$ cat src/rtl/fcl_pkg.sv
`default_nettype none
package fcl_pkg;

	localparam int MAX_LIST_TRIANGLES = 16;
	localparam int COORD_BITS = 32;

	localparam int TRI_W = (MAX_LIST_TRIANGLES > 1) ? $clog2(MAX_LIST_TRIANGLES) : 1;
	localparam int CNT_W = $clog2(MAX_LIST_TRIANGLES + 1);
	localparam int ADDR_W = 1 + TRI_W + 2;
	localparam int MEM_DEPTH = 2 ** ADDR_W;

	localparam logic signed [31:0] COORD_HI = (COORD_BITS >= 32) ? 32'sh7fffffff :
		32'((64'd1 << (COORD_BITS - 1)) - 64'd1);
	localparam logic signed [31:0] COORD_LO = -COORD_HI - 32'sd1;

	// plane order: -x, -y, -z, +x, +y, +z
	localparam logic [2:0] PLANE_LAST = 3'd5;

	typedef logic signed [31:0] coord_t;

	typedef struct packed {
		coord_t x;
		coord_t y;
		coord_t z;
		coord_t w;
	} vtx_t;

	typedef struct packed {
		vtx_t v0;
		vtx_t v1;
		vtx_t v2;
		logic culled;
	} tri_t;

	function automatic coord_t sat_coord(input coord_t v);
		coord_t r;
		r = v;
		if (v > COORD_HI) r = COORD_HI;
		if (v < COORD_LO) r = COORD_LO;
		return r;
	endfunction

	function automatic coord_t vget(input vtx_t v, input logic [1:0] i);
		coord_t r;
		unique case (i)
			2'd0: r = v.x;
			2'd1: r = v.y;
			2'd2: r = v.z;
			default: r = v.w;
		endcase
		return r;
	endfunction

	// w - s*c for the plane; negative means outside
	function automatic logic signed [33:0] measure(input vtx_t v, input logic [2:0] plane);
		logic signed [33:0] c;
		logic signed [33:0] w;
		logic signed [33:0] r;
		w = 34'(v.w);
		unique case (plane)
			3'd0, 3'd3: c = 34'(v.x);
			3'd1, 3'd4: c = 34'(v.y);
			default: c = 34'(v.z);
		endcase
		if (plane < 3'd3) r = w + c;
		else r = w - c;
		return r;
	endfunction

endpackage
`default_nettype wire

$ cat src/rtl/fcl_queue.sv
`default_nettype none
module fcl_queue
	import fcl_pkg::*;
(
	input wire logic clk,
	input wire logic arst_n,
	input wire logic wr_valid,
	output logic wr_stall,
	input wire tri_t wr_data,
	output logic rd_valid,
	input wire logic rd_stall,
	output tri_t rd_data
);

	tri_t mem_q [2];
	logic wp_q, rp_q;
	logic [1:0] cnt_q;
	logic push, pop;

	assign wr_stall = (cnt_q == 2'd2);
	assign rd_valid = (cnt_q != 2'd0);
	assign rd_data = mem_q[rp_q];
	assign push = wr_valid && !wr_stall;
	assign pop = rd_valid && !rd_stall;

	always_ff @(posedge clk or negedge arst_n) begin
		if (!arst_n) begin
			wp_q <= 1'b0;
			rp_q <= 1'b0;
			cnt_q <= 2'd0;
		end else begin
			if (push) wp_q <= ~wp_q;
			if (pop) rp_q <= ~rp_q;
			if (push && !pop) cnt_q <= cnt_q + 2'd1;
			else if (pop && !push) cnt_q <= cnt_q - 2'd1;
		end
	end

	always_ff @(posedge clk) begin
		if (push) mem_q[wp_q] <= wr_data;
	end

endmodule
`default_nettype wire

$ cat config.mk
export PLATFORM = sky130hd
export DESIGN_NAME = fcl_queue
export DESIGN_NICKNAME = d
export VERILOG_FILES = /design/src/rtl/fcl_pkg.sv /design/src/rtl/fcl_queue.sv
export SDC_FILE = /design/constraint.sdc
export NUM_CORES = 1
export LEC_CHECK = 0
export ABC_AREA = 1
export BUFFER_PORTS_ARGS = -buffer_cell sky130_fd_sc_hd__buf_2
export CAP_MARGIN = 40
export CORE_MARGIN = 10
export CORE_UTILIZATION = 30
export CTS_CLUSTER_SIZE = 14
export DETAILED_ROUTE_END_ITERATION = 7
export PLACE_DENSITY = 0.5
export SKIP_CTS_REPAIR_TIMING = 1
export SYNTH_ARGS = -nofsm -noshare
export SYNTH_HDL_FRONTEND = slang
export SYNTH_SLANG_ARGS = --single-unit
$ cat constraint.sdc
create_clock -name clk -period 19.7 [get_ports clk]
set_input_delay 0.985 -clock clk [delete_from_list [all_inputs] [get_ports clk]]
set_output_delay 0.985 -clock clk [all_outputs]
set_load 0.01 [all_outputs]
### Word level (Yosys, flattened, before mapping)

Memories as Yosys holds them, arrays and structs flattened.
Index checks and enable logic that the tools add are counted.

* flip-flop bits (word level): 4
* memory bits (read-only): 0
* bits in latches: 0
* bits in writable memories: 770
* output and inout port bits: 387
* memories: 1

Memory list
* mem_q: words 2, bits a word 385, read ports 1, clocked after memory_dff 0, wr ports 1, line fcl_queue.sv:15 `tri_t mem_q [2];`

* multipliers: 0
* bitwise logic cells: 2
* add/subtract/negate cells: 2
* $lt $le $gt $ge: 0
* shift-type cells: 0
* div/mod/pow operators: 0
* equality and inequality tests: 1
* reductions and logical operators: 10
* multiplexer cells: 4

Operators by type and width (count)
* logical AND 1 bit: 4
* zero test 1 bit: 4
* 2-to-1 mux 2 bit: 2
* nonzero test 2 bit: 2
* adder 2 x 1 -> 2 bit (second input constant): 1
* == test 2 bit (second input constant): 1
* 2-to-1 mux 1 bit: 2
* NOT 1 bit: 2
* subtractor 2 x 1 -> 2 bit (second input constant): 1

### Longest topological paths before layout

* depth in word-level cells: 7
* gate-level depth with buffers: 9
* gate-level depth less buffers: 9

### Worst setup path before layout

OpenSTA, ideal clock, no wires.

* path type: input -> register
* start: input port wr_valid
* end: memory mem_q[1][0] in the netlist's numbering, enable pin
* path slack: 1.541 ns
* data arrival time: 17.019 ns
* data required time: 18.560 ns
* path buffers: 0
* stages on the path: 2
* cell sequence: o21ai_0 -> nor2_1

* cells in the longest elaborated chain, start to end: 3

Ends and longest elaborated chain
* start, declared: line fcl_queue.sv:7 `input wire logic wr_valid,`
* logical AND 1 bit: line fcl_queue.sv:23 `assign push = wr_valid && !wr_stall;`
* 2-to-1 mux 1 bit: line fcl_queue.sv:40 `if (push) mem_q[wp_q] <= wr_data;`
* 2-to-1 mux 1 bit (implied by the code): line fcl_queue.sv:40
* end, declared: line fcl_queue.sv:15

Every way passes these cells.

==> results.txt <==
Crit path kind -> flop to output pin
Placed insts -> 4005
Chip height -> 327.4 um
VDD IR max -> 0.1454 mV
Root buffer cell -> clkbuf_16
Slew margin rel. -> 0.1631
Slew Limit Fails -> 0
Number of global-route vias before repair -> 18410
Setup crit start kind -> flop
Synth cell types -> 15
RSZ-0062 raised after global routing -> false
FILL cells -> 9102
I/O Pins -> 776
Global route total overflow -> 0
R2R Setup Slk -> 16.03 ns
PortBufs -> 775
Leakage Power -> 15.24 nW
Worst skew pair latency -> 0.64 ns
Synth Area in XOR/XNOR -> 0.0003089
First drt pass iteration count -> 5
CTS Buffer Depth -> 3
Slew @ Worst Pin -> 1.255 ns
Initial Utilization -> 0.3028
Starting DRT DRC Count -> 1182
Share of the yosys chip area belonging to registers -> 0.8191
Post-synthesis adder-cell area fraction -> 0.0004413
Final setup violation count -> 0
Core area -> 93610 um^2
Crit path max fanout -> 75
Total track usage -> 0.1523
CTS Buf Count -> 84
Post-synthesis register bit count -> 774
Multiplexer area fraction after synthesis -> 0
Share of layout cells above drive strength 1 -> 0.3130
WL final -> 85810 um
H-tree levels -> 3
Req. time, crit path -> 18.72 ns
CP max-delay cell -> dfrtp_4
Die W -> 327.4 um
Fin crit share -> 0.2629
Min Clock Period, post-route -> 5.179 ns
Power per cell area -> 156.1 nW/um^2
Remaining DRCs -> 0
Crit. End Element -> output pin
Post-route ant nets -> 0
Final hold vios -> 0
Crit-path leading delay family -> buffers and inverters
Largest net degree at the start of global routing -> 167
CP peak stage delay -> 0.78 ns
YS warnings -> 0
Fin cells -> 4180
# nets final -> 3227
Yosys top cell area share -> 0.8156
R2R cell count -> 7
Initial antenna violation count -> 37
Placed wire-length estimate -> 61310 um
Simple logic cell fraction of the synthesized area -> 0.1554
Most used cell, CP -> buf_4
First-pass GRT wire length -> 121700 um
Vias -> 18110
Max-Cap Viols -> 0
Area growth syn-to-layout -> 27.46%
Compound-Gate Fraction of Synth Area -> 0.0001765
Drt wl/cell -> 20.53 um
Net Count, Synth -> 2433
Worst path bufs/invs -> 4
Worst EP arrival -> 4.19 ns
Ranking of synthesized cells by area -> edfxtp_1 (82%), nand2_1 (15%), buf_6 (1.4%)
Syn Area/Cell -> 13.88 um^2
Gpl congestion -> 0.8669
Synthesized area -> 28350 um^2
Min-delay worst type -> input port to asynchronous set/reset pin
Cell chain of the critical path -> buf_4 -> buf_4 -> buf_4 -> nand2_1 -> nand2_1 -> buf_2
Main combinational cell family by area after synthesis -> simple AND/OR/NAND/NOR gates
Tot Pwr -> 5.640 mW
Clock sinks -> 774
Mapped Cells -> 2043
Clock transition at the registers of the reported paths -> 0.06 ns
Status -> finished, final reports clean
Post-Route Skew -> 0.01707 ns
Die Area -> 107200 um^2
Final Hold Slack -> 0.1491 ns
Util after Layout -> 0.3860
Synth area leader -> edfxtp_1
Max frequency -> 193.1 MHz
Reg-to-Reg Start -> cnt_q[1]
CTS tree -> done
FP Rows -> 112
Worst r2r dst -> mem_q[0][158]
DR vias/cell -> 4.332
Setup TNS -> 0 ns
-- layer usage --
| layer | global-route usage | vias up | part of all wire |
|---|---|---|---|
| met5 | 0 | - | 0.0017 |
| met4 | 0.06831 | 22 | 0.035 |
| met3 | 0.04874 | 172 | 0.071 |
| met2 | 0.2738 | 626 | 0.53 |
| met1 | 0.1612 | 8738 | 0.36 |
| li1 | - | 8551 | - |
-- report_power, final --
part | internal (mW) | switching, mW
clock | 0.891 | 0.631
combinational | 0.520 | 1.24
sequential | 2.25 | 0.107
-- through the flow --
stage | area, um^2 | setup slack [ns]
after floorplan | 28350 | 1.541
after global placement | 33310 | 15.28
after detailed placement | 33410 | 15.18
after CTS | 36070 | 14.46
after global routing | 36130 | 14.19
final | 36130 | 14.52
-- worst max-delay path by stage --
stage | to | depth (start not counted) | slack [ns] | from
2_1_floorplan | mem_q[1][0] | 2 | 1.54 | wr_valid
6_report | rd_data[82] | 6 | 14.52 | rp_q
5_1_grt | rd_data[110] | 6 | 14.19 | rp_q
4_1_cts | rd_data[82] | 6 | 14.46 | rp_q
3_3_place_gp | mem_q[1][56] | 5 | 15.28 | wr_valid
3_5_place_dp | rd_data[155] | 6 | 15.18 | rp_q
-- cell families after synthesis --
group / count (synthesis)
AO/OA/AOI/OAI: 1
XOR/XNOR: 1
adder cells (fa/ha/maj): 1
buffers and inverters: 94
flip-flops: 774
AND/OR/NAND/NOR: 1172
-- registers in the layout, indices dropped and copies added (netlist names) --
register and cells:
wp_q 1, mem_q 770, rp_q 1, cnt_q 2
-- layout make-up --
cell class              count  area (um^2)  share of cell area
well taps                1254         1569             0.04342
clock inverters            50        498.0             0.01378
diodes                     25        62.56            0.001731
inverters                   9        53.80            0.001489
repair buffers            793         4124              0.1141
clock buffers             100         2162             0.05984
multi-input cells        1175         4438              0.1228
flip-flops and latches    774        23230              0.6428
-- cell usage after synthesis (all sizes together) --
cell	n
inv	9
dfrtp	4
o21ai	1
ha	1
clkbuf	3
edfxtp	770
nand3	2
buf	82
nand2	1166
nor2	3
xnor2	1
nand4	1
-- cells in the final DEF, fill, tap and decap left out, types with 8 or more instances in the layout --
cell	instances
diode_2	25
clkbuf_1	16
clkinv_1	23
clkinv_2	9
edfxtp_1	770
buf_2	775
clkbuf_16	84
nand2_1	1166
bufinv_16	8
buf_4	11
Note: power is estimated with default switching activity, not from simulation.
