## src/rtl/fcl_pkg.sv

```systemverilog
`default_nettype none
package fcl_pkg;

	localparam int MAX_LIST_TRIANGLES = 16;
	localparam int COORD_BITS = 32;

	localparam int TRI_W = (MAX_LIST_TRIANGLES > 1) ? $clog2(MAX_LIST_TRIANGLES) : 1;
	localparam int CNT_W = $clog2(MAX_LIST_TRIANGLES + 1);
	localparam int ADDR_W = 1 + TRI_W + 2;
	localparam int MEM_DEPTH = 2 ** ADDR_W;

	localparam logic signed [31:0] COORD_HI = (COORD_BITS >= 32) ? 32'sh7fffffff :
		32'((64'd1 << (COORD_BITS - 1)) - 64'd1);
	localparam logic signed [31:0] COORD_LO = -COORD_HI - 32'sd1;

	// plane order: -x, -y, -z, +x, +y, +z
	localparam logic [2:0] PLANE_LAST = 3'd5;

	typedef logic signed [31:0] coord_t;

	typedef struct packed {
		coord_t x;
		coord_t y;
		coord_t z;
		coord_t w;
	} vtx_t;

	typedef struct packed {
		vtx_t v0;
		vtx_t v1;
		vtx_t v2;
		logic culled;
	} tri_t;

	function automatic coord_t sat_coord(input coord_t v);
		coord_t r;
		r = v;
		if (v > COORD_HI) r = COORD_HI;
		if (v < COORD_LO) r = COORD_LO;
		return r;
	endfunction

	function automatic coord_t vget(input vtx_t v, input logic [1:0] i);
		coord_t r;
		unique case (i)
			2'd0: r = v.x;
			2'd1: r = v.y;
			2'd2: r = v.z;
			default: r = v.w;
		endcase
		return r;
	endfunction

	// w - s*c for the plane; negative means outside
	function automatic logic signed [33:0] measure(input vtx_t v, input logic [2:0] plane);
		logic signed [33:0] c;
		logic signed [33:0] w;
		logic signed [33:0] r;
		w = 34'(v.w);
		unique case (plane)
			3'd0, 3'd3: c = 34'(v.x);
			3'd1, 3'd4: c = 34'(v.y);
			default: c = 34'(v.z);
		endcase
		if (plane < 3'd3) r = w + c;
		else r = w - c;
		return r;
	endfunction

endpackage
`default_nettype wire

```

## src/rtl/fcl_front.sv

```systemverilog
`default_nettype none
module fcl_front
	import fcl_pkg::*;
(
	input wire logic clk,
	input wire logic arst_n,
	input wire logic in_valid,
	output logic in_stall,
	input wire vtx_t va,
	input wire vtx_t vb,
	input wire vtx_t vc,
	output logic q_valid,
	input wire logic q_stall,
	output tri_t q_data
);

	localparam logic [1:0] F_IDLE = 2'd0;
	localparam logic [1:0] F_CULL = 2'd1;
	localparam logic [1:0] F_SEND = 2'd2;

	logic [1:0] state_q;
	tri_t tri_q;
	logic signed [67:0] acc_q, m1_q, m3_q;
	logic [32:0] d2_q, d4_q;
	logic [5:0] cnt_q;

	vtx_t sa, sb, sc;
	logic signed [32:0] d1, d2, d3, d4;
	logic signed [67:0] pp, acc_nx;

	always_comb begin
		sa = '{x: sat_coord(va.x), y: sat_coord(va.y), z: sat_coord(va.z), w: sat_coord(va.w)};
		sb = '{x: sat_coord(vb.x), y: sat_coord(vb.y), z: sat_coord(vb.z), w: sat_coord(vb.w)};
		sc = '{x: sat_coord(vc.x), y: sat_coord(vc.y), z: sat_coord(vc.z), w: sat_coord(vc.w)};
		d1 = 33'(sb.x) - 33'(sa.x);
		d2 = 33'(sc.y) - 33'(sa.y);
		d3 = 33'(sb.y) - 33'(sa.y);
		d4 = 33'(sc.x) - 33'(sa.x);
		pp = (d2_q[0] ? m1_q : 68'sd0) - (d4_q[0] ? m3_q : 68'sd0);
		// top bit of a two's complement multiplier weighs negative
		acc_nx = (cnt_q == 6'd32) ? acc_q - pp : acc_q + pp;
	end

	assign in_stall = (state_q != F_IDLE);
	assign q_valid = (state_q == F_SEND);
	assign q_data = tri_q;

	always_ff @(posedge clk or negedge arst_n) begin
		if (!arst_n) begin
			state_q <= F_IDLE;
		end else begin
			unique case (state_q)
				F_IDLE: if (in_valid) state_q <= F_CULL;
				F_CULL: if (cnt_q == 6'd32) state_q <= F_SEND;
				F_SEND: if (!q_stall) state_q <= F_IDLE;
				default: state_q <= F_IDLE;
			endcase
		end
	end

	always_ff @(posedge clk) begin
		if (state_q == F_IDLE && in_valid) begin
			tri_q.v0 <= sa;
			tri_q.v1 <= sb;
			tri_q.v2 <= sc;
			tri_q.culled <= 1'b0;
			acc_q <= '0;
			m1_q <= 68'(d1);
			m3_q <= 68'(d3);
			d2_q <= d2;
			d4_q <= d4;
			cnt_q <= '0;
		end else if (state_q == F_CULL) begin
			acc_q <= acc_nx;
			m1_q <= m1_q <<< 1;
			m3_q <= m3_q <<< 1;
			d2_q <= d2_q >> 1;
			d4_q <= d4_q >> 1;
			cnt_q <= cnt_q + 6'd1;
			if (cnt_q == 6'd32) tri_q.culled <= acc_nx[67];
		end
	end

endmodule
`default_nettype wire

```

## config.mk

```make
export PLATFORM = sky130hd
export DESIGN_NAME = fcl_front
export DESIGN_NICKNAME = d
export VERILOG_FILES = /design/src/rtl/fcl_pkg.sv /design/src/rtl/fcl_front.sv
export SDC_FILE = /design/constraint.sdc
export NUM_CORES = 2
export LEC_CHECK = 0
export ABC_CLOCK_PERIOD_IN_PS = 13800
export BUFFER_PORTS_ARGS = -buffer_cell sky130_fd_sc_hd__clkbuf_2
export CAP_MARGIN = 40
export CORE_AREA = 4 4 298 300
export CTS_CLUSTER_SIZE = 12
export DETAILED_ROUTE_END_ITERATION = 10
export DIE_AREA = 0 0 302 304
export PLACE_DENSITY_LB_ADDON = 0.05
export RECOVER_POWER = 25
export SLEW_MARGIN = 20
export SYNTH_ARGS = -nofsm -noshare
export SYNTH_HDL_FRONTEND = slang
export SYNTH_SLANG_ARGS = --single-unit
```

## constraint.sdc

```tcl
create_clock -name clk -period 13.8 [get_ports clk]
set_input_delay 2.07 -clock clk [delete_from_list [all_inputs] [get_ports clk]]
set_output_delay 2.07 -clock clk [all_outputs]
set_load 0.03 [all_outputs]
```

Word-level counts from Yosys, hierarchy flattened
Index checks and enable logic that the tools add are counted.
{ "totals": {"ff_bits": 663, "out_inout_bits": 387, "elab_cells": 97} }
{ "op_classes": {"addsub": 8, "magnitude_cmp": 24, "n_eq_ne": 6, "n_mux": 33, "n_reduce_logical": 6} }
{ "op_table": {"columns": ["operator", "n"], "rows": [
  ["$mux 32", 18],
  ["$mux 68", 7],
  ["$gt 32x32->1 const B", 12],
  ["$lt 32x32->1 const B", 12],
  ["$sub 68x68->68", 2],
  ["$mux 33", 4],
  ["$sub 32x32->33", 4],
  ["$add 68x68->68", 1],
  ["$add 6x1->6 const B", 1],
  ["$eq 6x6->1 const B", 1],
  ["$mux 2", 3],
  ["$ne 2x2->1 const B", 3],
  ["$pmux 2 s3", 1],
  ["$reduce_bool 2->1", 2],
  ["$reduce_and 3->1", 1],
  ["$eq 2x1->1 const B", 1],
  ["$eq 2x2->1 const B", 1],
  ["$logic_not 2->1", 1],
  ["$reduce_and 2->1", 1],
  ["$logic_and 1x1->1", 1]
]} }

Longest topological paths before layout
{ "logic_depth": {"word_depth": 5, "depth_mapped": 35, "ltp_nobuf": 32} }

Worst setup path before layout
OpenSTA, ideal clock, no wires.
{ "synth_path": {"path_type": "input-to-reg", "start": "input port in_valid", "end": "register tri_q, in the netlist q_data[100] (enable)", "setup_time_ns": 0.899, "t_arrival_ns": 13.188, "t_required_ns": 12.901, "path_slack_ns": -0.286, "stages": 5, "n_path_buf": 3, "path_cell_list": "nand2_1 clkbuf_1 inv_1 clkbuf_1 clkbuf_1"} }
{ "synth_between": {"elab_chain_cells": 1} }
{ "synth_rtl": {"columns": ["element", "line_no", "rtl"], "rows": [
  ["start: declaration", "fcl_front.sv:7", "input wire logic in_valid,"],
  ["$logic_and 1x1->1", "fcl_front.sv:62", "if (state_q == F_IDLE && in_valid) begin"],
  ["end: declaration", "fcl_front.sv:22", "tri_t tri_q;"]
]} }
No other way between the ends.
A chain may end at the register's enable or synchronous reset.

Worst setup path after layout
{ "layout_path": {"start": "input port in_valid", "end": "register m3_q[52] (enable)"} }
{ "layout_between": {"elab_chain_cells": 2} }
{ "layout_rtl": {"columns": ["element", "line_no", "rtl"], "rows": [
  ["$logic_and 1x1->1", "fcl_front.sv:62", null],
  ["$reduce_bool 2->1 (no line)", null, null],
  ["end signal: assignment", "fcl_front.sv:69", "m3_q <= 68'(d3);"],
  ["end signal: assignment", "fcl_front.sv:76", "m3_q <= m3_q <<< 1;"],
  ["end: declaration", "fcl_front.sv:23", "logic signed [67:0] acc_q, m1_q, m3_q;"]
]} }
No other way between the ends.

==> summary.md <==
| Metric | Value |
|---|---|
| Xor and xnor area share after synthesis | `0.06547` |
| Primary FF master, synth | `edfxtp_1` |
| DIE WIDTH | `302 µm` |
| Vias | `slightly above 30,000` |
| Async set or reset register ratio after synthesis | `0.003017` |
| Crit start category | `input pin` |
| Max-cap violation count | `1` |
| Final WL | `111,100 µm` |
| # hold bufs at CTS | `0` |
| Syn Area/Cell | `9.694 µm²` |
| Final GP Congestion | `between 0.8 and 0.9` |
| CTS tree | `built` |
| RSZ-0062 raised after global routing | `false` |
| Largest net degree at the start of global routing | `153` |
| Setup Crit Path Kind | `input pin to flip-flop` |
| Mapped Area | `39,470 µm²` |
| Vias per inst | `5.353` |
| Post-synthesis adder-cell area fraction | `0.08706` |
| Die Height | `around 300 µm` |
| Core Box Area | `86,210 µm²` |
| Non-filler instance count after layout | `about 5,700` |
| Starting DRT DRC Count | `2,210` |
| Num rows | `about 110` |
| Area grow syn2layout | `14.58%` |
| Worst-Margin Slew | `5.045 ns` |
| Initial antenna violation count | `12` |
| Reg clk slew, reported paths | `roughly 0.060 ns` |
| Top post-synthesis cells by area | `edfxtp_1, ha_1, nand2_1` |
| Relative slew slack | `-2.382` |
| Number of synthesized flops with an enable pin | `~590` |
| Final min period | `9.169 ns` |
| Final net count | `5,104` |
| Avg WL per Cell | `19.64 µm` |
| Critical Path RT | `14.17 ns` |
| Final setup viols | `0` |
| Gr usage total | `0.2345` |
| Post-CTS resize count | `0` |
| Post-CTS setup buffer count | `0` |
| Yosys top cell area share | `0.4459` |
| Post-Syn Nets | `around 4,700` |
| Post-synthesis simple-gate area fraction | `0.1411` |
| CP Capture Type | `flip-flop` |
| Clock sink count | `between 600 and 700` |
| Mapped Cells | `between 4,000 and 5,000` |
| Register bit count reported by yosys | `663` |
| I/O Buffers | `774` |
| CTS buffer count | `77` |
| Layout cells sized above 1 | `0.1708` |
| Largest family of logic cells by synthesized area | `compound AO/OA/AOI/OAI gates` |
| Starting Density | `0.4578` |
| First-pass GRT wire length | `170,800 µm` |
| Final clock skew | `0.01773 ns` |
| Mux cell area share after synthesis | `0.001395` |
| Final ANT Viol Nets | `0` |
| Cell variety after synth | `93` |
| Crit path max fanout | `111` |
| Die Area | `91,810 µm²` |
| Synth area leader | `edfxtp_1` |
| Total negative slack | `0 ns` |
| Failing checks | `capacitance limit, slew limit` |
| Worst Path Arrival | `about 9.5 ns` |
| Total grt overflow | `0` |
| Vias in the first global route | `slightly below 30,000` |
| DRC Markers | `0` |
| Min Hold Slack | `~0.46 ns` |
| Inst Count DP | `between 5,000 and 6,000` |
| Seq/Total Area, Yosys | `0.4852` |
| Root buf cell | `clkbuf_16` |
| H-tree depth | `3` |
| Complex-gate fraction of the synthesized area | `0.1570` |
| I/O pins | `approximately 780` |
| Worst Hold Class | `flip-flop to flip-flop` |
| Worst-Skew Late Latency | `~0.63 ns` |
| Fmax | `109.1 MHz` |
| First-pass iteration count of the detailed router | `6` |
| DP HPWL | `86,470 µm` |
| Max clock buf depth | `3` |
| Hold violation count in the final report | `0` |
| Run status | `complete, but fails checks` |
| Slew Limit Fails | `112` |
| Yosys warns | `0` |
| Final period utilization | `0.6645` |
cells by family after synthesis:
kind of cell / after synthesis
multiplexers: 5
adder cells (fa/ha/maj): 271
buffers and inverters: 660
AND/OR/NAND/NOR: 1170
flip-flops: 663
XOR/XNOR: 295
AO/OA/AOI/OAI: 1007
Yosys cell counts, types with 75 or more instances:
| library cell | count |
|---|---|
| inv_1 | 152 |
| nand2_1 | 522 |
| xor2_1 | 148 |
| dfxtp_1 | 75 |
| nor2_1 | 168 |
| ha_1 | 265 |
| a21oi_1 | 244 |
| xnor2_1 | 147 |
| nand3_1 | 81 |
| clkbuf_1 | 501 |
| a21o_1 | 104 |
| edfxtp_1 | 586 |
| o21ai_0 | 358 |
| and2_1 | 83 |
layout make-up:
class / count / area (µm²)
fillers: 8198 / 40990
flip-flops and latches: 663 / 19150
multi-input cells: 2748 / 17860
repair buffers: 803 / 3905
clock buffers: 95 / 2014
well taps: 1155 / 1445
inverters: 152 / 579.3
clock inverters: 35 / 250.2
diodes: 5 / 12.51
path summary, 6_finish.rpt:
check / cells after the start / end / start / slack [ns]
setup reg to reg: 31 / acc_q[65] / d4_q[0] / 5.31
max in group asynchronous: 1 / state_q[1] / arst_n / 12.45
hold / removal: 2 / acc_q[11] / acc_q[11] / 0.46
min in group asynchronous: 1 / state_q[0] / arst_n / 1.22
setup / recovery: 10 / m3_q[52] / in_valid / 4.63
hold reg to reg: 2 / acc_q[11] / acc_q[11] / 0.46
placed cells by master, fill, tap and decap left out, types with 25 or more instances in the layout:
master / count
o21bai_1: 35
o31ai_1: 33
ha_1: 265
nand4_1: 42
a21o_1: 104
nor2b_1: 39
xnor2_1: 147
dfxtp_1: 75
o21a_1: 31
clkbuf_2: 588
xor2_1: 148
nand2_1: 522
nand2b_1: 44
and2_1: 83
nor3_1: 50
o21ai_0: 358
clkbuf_16: 77
nand3_1: 81
nor2_1: 167
and3_1: 25
inv_1: 150
a21oi_1: 243
a31oi_1: 31
clkbuf_1: 204
or3_1: 29
edfxtp_1: 586
sequential cells by signal, indices dropped and copies added (netlist names):
name     count
acc_q       68
cnt_q        6
d2_q        33
d4_q        33
m1_q        68
m3_q        68
q_data     385
state_q      2
routing by layer:
metal | GRT usage | wire, µm | share of wire | vias to the layer above
met4 | 0.05252 | 1937 | 0.017 | 10
met1 | 0.3184 | 49590 | 0.45 | 14360
met5 | 0 | 69 | 0.00062 | -
met2 | 0.3869 | 52870 | 0.48 | 762
met3 | 0.04923 | 6633 | 0.060 | 133
li1 | - | - | - | 15010
metrics by stage:
stage               utilization  setup slack [ns]  area (µm²)
global placement         0.4999             5.247       43100
global route             0.5244             3.800       45210
detailed placement       0.5003             5.406       43130
CTS                      0.5266             5.363       45400
finish                   0.5245             4.631       45220
floorplan                     -             5.655       39470
worst max-delay path: stages:
cell and delay [ns]:
clkbuf_2 0.08, nand2_1 0.27, clkinvlp_2 3.78, nor2_4 0.92
buf_4 0.68, inv_8 0.36, buf_4 0.35, buf_16 0.23
buf_4 0.31, buf_12 0.25
Power is left out: the tool's default activity adds up to more than one toggle a clock period on the data nets, which glitch-free logic cannot reach.
